[src/hw/rtl/cht_pkg.sv]
// cht_pkg: shared types, constants and codes for the chained hash table.
// Used by cht_front, cht_back and chained_hash_table; no dependencies.
package cht_pkg;

    localparam int BUCKETS_DEF = 64;
    localparam int NODES_DEF   = 256;
    localparam int KEY_W       = 31;
    localparam int CNT_W       = 9;

    localparam logic [1:0] KIND_INSERT = 2'd0;
    localparam logic [1:0] KIND_DELETE = 2'd1;
    localparam logic [1:0] KIND_FIND   = 2'd2;

    localparam logic [1:0] ST_OK       = 2'd0;
    localparam logic [1:0] ST_NOTFOUND = 2'd1;
    localparam logic [1:0] ST_FULL     = 2'd2;

endpackage

[src/hw/rtl/cht_front.sv]
// cht_front: accepts commands, reduces the key to a bucket by restoring
// division (one remainder bit a cycle), then holds the item in a one-entry queue.
// Depends on cht_pkg.
module cht_front #(
    parameter int BW = 6
) (
    input  logic                        clk,
    input  logic                        rst_n,
    input  logic                        start,
    output logic                        busy,
    input  logic [1:0]                  kind,
    input  logic [cht_pkg::KEY_W-1:0]   key,
    input  logic [cht_pkg::KEY_W-1:0]   value,
    input  logic [BW:0]                 modulus,
    output logic                        q_valid,
    input  logic                        q_ready,
    output logic [1:0]                  q_kind,
    output logic [cht_pkg::KEY_W-1:0]   q_key,
    output logic [cht_pkg::KEY_W-1:0]   q_value,
    output logic [BW-1:0]               q_bucket
);
    localparam int KW = cht_pkg::KEY_W;
    localparam int SW = $clog2(KW + 1);

    logic          run_reg, run_next;
    logic [SW-1:0] step_reg, step_next;
    logic [BW:0]   rem_reg, rem_next;
    logic [KW-1:0] kd_reg, kd_next;
    logic [1:0]    kind_reg;
    logic [KW-1:0] key_reg, val_reg;
    logic [BW:0]   mod_reg;
    logic [1:0]    qk_reg;
    logic [KW-1:0] qkey_reg, qval_reg;
    logic [BW-1:0] qb_reg;
    logic          qv_reg, qv_next;
    logic [BW+1:0] trial;

    assign busy = run_reg || qv_reg;
    assign trial = {rem_reg, kd_reg[KW-1]};

    always_comb
    begin
        run_next  = run_reg;
        step_next = step_reg;
        rem_next  = rem_reg;
        kd_next   = kd_reg;
        qv_next   = qv_reg && !q_ready;
        if (start && !busy)
        begin
            run_next  = 1'b1;
            step_next = '0;
            rem_next  = '0;
            kd_next   = key;
        end
        else if (run_reg)
        begin
            if (trial >= {1'b0, mod_reg})
                rem_next = (BW+1)'(trial - {1'b0, mod_reg});
            else
                rem_next = trial[BW:0];
            kd_next   = kd_reg << 1;
            step_next = step_reg + 1'b1;
            if (step_reg == SW'(KW - 1))
            begin
                run_next = 1'b0;
                qv_next  = 1'b1;
            end
        end
    end

    always_ff @(posedge clk or negedge rst_n)
    begin
        if (!rst_n)
        begin
            run_reg <= 1'b0;
            qv_reg  <= 1'b0;
        end
        else
        begin
            run_reg <= run_next;
            qv_reg  <= qv_next;
        end
    end

    always_ff @(posedge clk)
    begin
        step_reg <= step_next;
        rem_reg  <= rem_next;
        kd_reg   <= kd_next;
        if (start && !busy)
        begin
            kind_reg <= kind;
            key_reg  <= key;
            val_reg  <= value;
            if (modulus == '0)
                mod_reg <= (BW+1)'(1);
            else if (modulus > (BW+1)'(1 << BW))
                mod_reg <= (BW+1)'(1 << BW);
            else
                mod_reg <= modulus;
        end
        if (run_reg && step_reg == SW'(KW - 1))
        begin
            qk_reg   <= kind_reg;
            qkey_reg <= key_reg;
            qval_reg <= val_reg;
            qb_reg   <= rem_next[BW-1:0];
        end
    end

    assign q_valid  = qv_reg;
    assign q_kind   = qk_reg;
    assign q_key    = qkey_reg;
    assign q_value  = qval_reg;
    assign q_bucket = qb_reg;
endmodule

[config.mk]
export PLATFORM = sky130hd
export DESIGN_NAME = cht_front
export DESIGN_NICKNAME = d
export VERILOG_FILES = /design/src/hw/rtl/cht_pkg.sv /design/src/hw/rtl/cht_front.sv
export SDC_FILE = /design/constraint.sdc
export NUM_CORES = 1
export LEC_CHECK = 0
export BUFFER_PORTS_ARGS = -buffer_cell sky130_fd_sc_hd__buf_2
export CAP_MARGIN = 40
export CELL_PAD_IN_SITES_DETAIL_PLACEMENT = 2
export CELL_PAD_IN_SITES_GLOBAL_PLACEMENT = 2
export CORE_MARGIN = 3
export CORE_UTILIZATION = 39
export DETAILED_ROUTE_END_ITERATION = 8
export GPL_ROUTABILITY_DRIVEN = 0
export MAX_ROUTING_LAYER = met4
export PLACE_DENSITY = 0.76
export SLEW_MARGIN = 20
export SYNTH_ARGS = -nofsm -noshare
export SYNTH_HDL_FRONTEND = slang
export SYNTH_SLANG_ARGS = --single-unit
[constraint.sdc]
create_clock -name clk -period 4.5 [get_ports clk]
set_input_delay 0.45 -clock clk [delete_from_list [all_inputs] [get_ports clk]]
set_output_delay 0.45 -clock clk [all_outputs]
set_load 0.02 [all_outputs]
==> results.json <==
{
  "drtIter0Drc": 148,
  "seqPwrFrac": 0.504,
  "finalClockSkew_ns": 0.0160,
  "hold_class": "in -> reg",
  "ys_ff_latch": 186,
  "tightestPinTransition_ns": 0.543,
  "gr-total-overflow": 0,
  "cap_violations": 0,
  "die_h_um": 135,
  "worstSetupPathType": "reg -> reg",
  "cp_cell_sequence": "inv_1 -> ha_1 -> inv_1 -> fa_1 -> a211oi_2 -> o211ai_1 -> a311o_1 -> mux2i_1 -> a211oi_1",
  "p_clk_frac": 0.284,
  "arrival_ns": 3.05,
  "power_mw": 5.07,
  "cts-root-buf": "clkbuf_16",
  "postCtsSetupBuffers": 0,
  "maxSlewViolCount": 0,
  "critPathBufInv": 2,
  "synthTopCellsByArea": "edfxtp_1 (79%), mux2_2 (5.2%), dfxtp_1 (3.7%)",
  "preCtsSetupSlack_ns": 1.36,
  "crit_family": "compound AO/OA/AOI/OAI gates",
  "die_area_um2": 18300,
  "synth_fp_nets": 416,
  "path_common_cell": "inv_1",
  "synth_top_cell_area_share": 0.790,
  "report.final.hold_viol_count": 0,
  "critPathLaunchType": "register",
  "grt_pass1_wl_um": 23600,
  "htreeDepth": 4,
  "cts_tree": "yes",
  "wl_um": 16600,
  "crit_fanout": 9,
  "yosys.area.top_type": "edfxtp_1",
  "cts.sinks": 186,
  "num_rows": 46,
  "synth_warnings": 0,
  "drtPass1Iterations": 4,
  "post_drt_wl_per_cell_um": 22.8,
  "synthDistinctLibCells": 40,
  "coreArea_um2": 16100,
  "stdcell_count": 727,
  "drcViolationCount": 0,
  "cts_buffers": 17,
  "synthFlopType": "edfxtp_1",
  "status": "finished clean",
  "io_pins": 147,
  "start_util": 0.406,
  "die_w_um": 135,
  "end_kind": "register",
  "place_inst": 689,
  "antenna_found_initial": 4,
  "ir_drop_v": 0.000304,
  "io_buffers": 146,
  "powerDensity_nw_per_um2": 620,
  "timing.slew.headroom": 0.638,
  "fin_crit_sh": 0.637,
  "grt_setup_unrepaired": "false",
  "synth_seq_area_share": 0.835,
  "vias_per_cell": 4.84,
  "fmax_ghz": 0.349,
  "grt_max_degree": 73,
  "final_nets": 579,
  "required_ns": 4.69,
  "ant_nets": 0,
  "finalCriticalPeriod_ns": 2.87,
  "p_leak_nw": 3.06,
  "max_stage_delay_ns": 0.51,
  "swShare": 0.286,
  "fin_tns_setup_ns": 0,
  "synth_cells": 331,
  "p_int_mw": 3.62,
  "setup_viol": 0,
  "vias": 3516,
  "p_switching_mw": 1.45,
  "drive_gt1_frac": 0.421,
  "cpMaxStageDelayCell": "a311o_1",
  "synthArstFlopShare": 0.0108,
  "area_growth_pct": 25.1,
  "grt_pass1_vias": 3780,
  "grtUsageTotal": 0.184,
  "synth_area_um2": 6540,
  "clk_pin_slew_ns": 0.07,
  "worst_slack_ns": 1.63,
  "p_comb_frac": 0.212,
  "synth_edf_count": 172,
  "dpl.hpwl_um": 11700,
  "clockBufferDepth": 2,
  "synth_area_per_cell_um2": 19.7,
  "worstSkewPairLatency_ns": 0.43
}
==> synthesized netlist by cell type, drive strengths merged (2+ instances only) <==
master  number
a211oi       3
a21oi        4
buf          4
clkbuf       4
dfrtp        2
dfxtp       12
edfxtp     172
ha           9
inv         14
mux2        30
mux2i        6
nand2        9
nand2b       2
nand4        4
nor2        14
nor2b        5
o21ai        9
o221ai       3
xor2         6
==> cell type report <==
class	count	area (um2)
Antenna cell	5	12.5
Clock inverter	13	128
Clock buffer	18	429
Inverter	15	56.3
Timing Repair Buffer	152	831
Tap cell	216	270
Sequential cell	186	5460
Fill cell	1498	7940
Multi-Input combinational cell	122	995
==> placed cells by master, fill, tap and decap left out, types with 3 or more instances in the layout <==
cell type / netlist / routed
nor2b_1: 5 / 5
buf_2: 3 / 146
nand4_1: 4 / 4
mux2_2: 30 / 30
nor2_1: 14 / 13
o21ai_0: 9 / 9
ha_1: 9 / 9
mux2i_1: 6 / 6
nand2_1: 9 / 9
edfxtp_1: 172 / 172
clkinv_1: 1 / 4
clkbuf_16: 0 / 17
a21oi_1: 4 / 4
dfxtp_1: 12 / 12
inv_1: 14 / 14
o221ai_1: 3 / 3
xor2_1: 6 / 6
clkinv_2: 0 / 3
diode_2: 0 / 5
==> cells by family (layout without fill, tap and decap cells) <==
group,Yosys count,count (layout),share of synthesized area
DFF,186,186,0.835
and+or+nand+nor,42,42,0.0318
muxes,36,36,0.0609
AOI/OAI and AO/OA,27,27,0.0280
buffers and inverters,23,198,0.0149
adders and majority gates,10,10,0.0203
xor gates and xnor gates,7,7,0.00938
other,0,5,0
==> stage by stage <==
stage               hold slack, ns   util  cell area, um2
CTS                          0.174  0.505            8140
detailed placement           0.246  0.470            7570
finish                       0.201  0.507            8180
global placement             0.249  0.468            7540
global route                 0.178  0.507            8170
floorplan                    0.154      -            6540
==> path summary, 6_finish.rpt <==
path / start / end / slack, ns / cells after the start
worst max-delay path: kd_reg[30] / q_bucket[1] / 1.63 / 9
worst min-delay path: value[24] / val_reg[24] / 0.20 / 1
min in group asynchronous: rst_n / q_valid / 0.35 / 2
worst max register to register: kd_reg[30] / q_bucket[1] / 1.63 / 9
max in group asynchronous: rst_n / run_reg / 4.04 / 2
worst min register to register: val_reg[23] / q_value[23] / 0.42 / 0
==> power groups by stage <==
stage          logic [mW]  registers [mW]  clock network, mW
2_1_floorplan       0.739            2.52                  0
3_3_place_gp        0.949            2.53                  0
3_5_place_dp         1.06            2.58                  0
4_1_cts              1.06            2.55               1.47
5_1_grt              1.19            2.59               1.54
6_report             1.07            2.55               1.44
==> layer usage <==
| metal | wire (um) | up-vias | track usage |
|---|---|---|---|
| met5 | 0 | - | - |
| met4 | 169 | 0 | 0.0487 |
| met3 | 937 | 12 | 0.0609 |
| met2 | 8350 | 122 | 0.300 |
| li1 | - | 1604 | - |
| met1 | 7100 | 1778 | 0.223 |
==> timing repair <==
action | 4_1_cts | 5_1_grt
resized for setup | 0 | 0
hold buffers | 1 | 0
hold endpoints to repair | 2 | 0
Power figures use the tool's default switching activity.
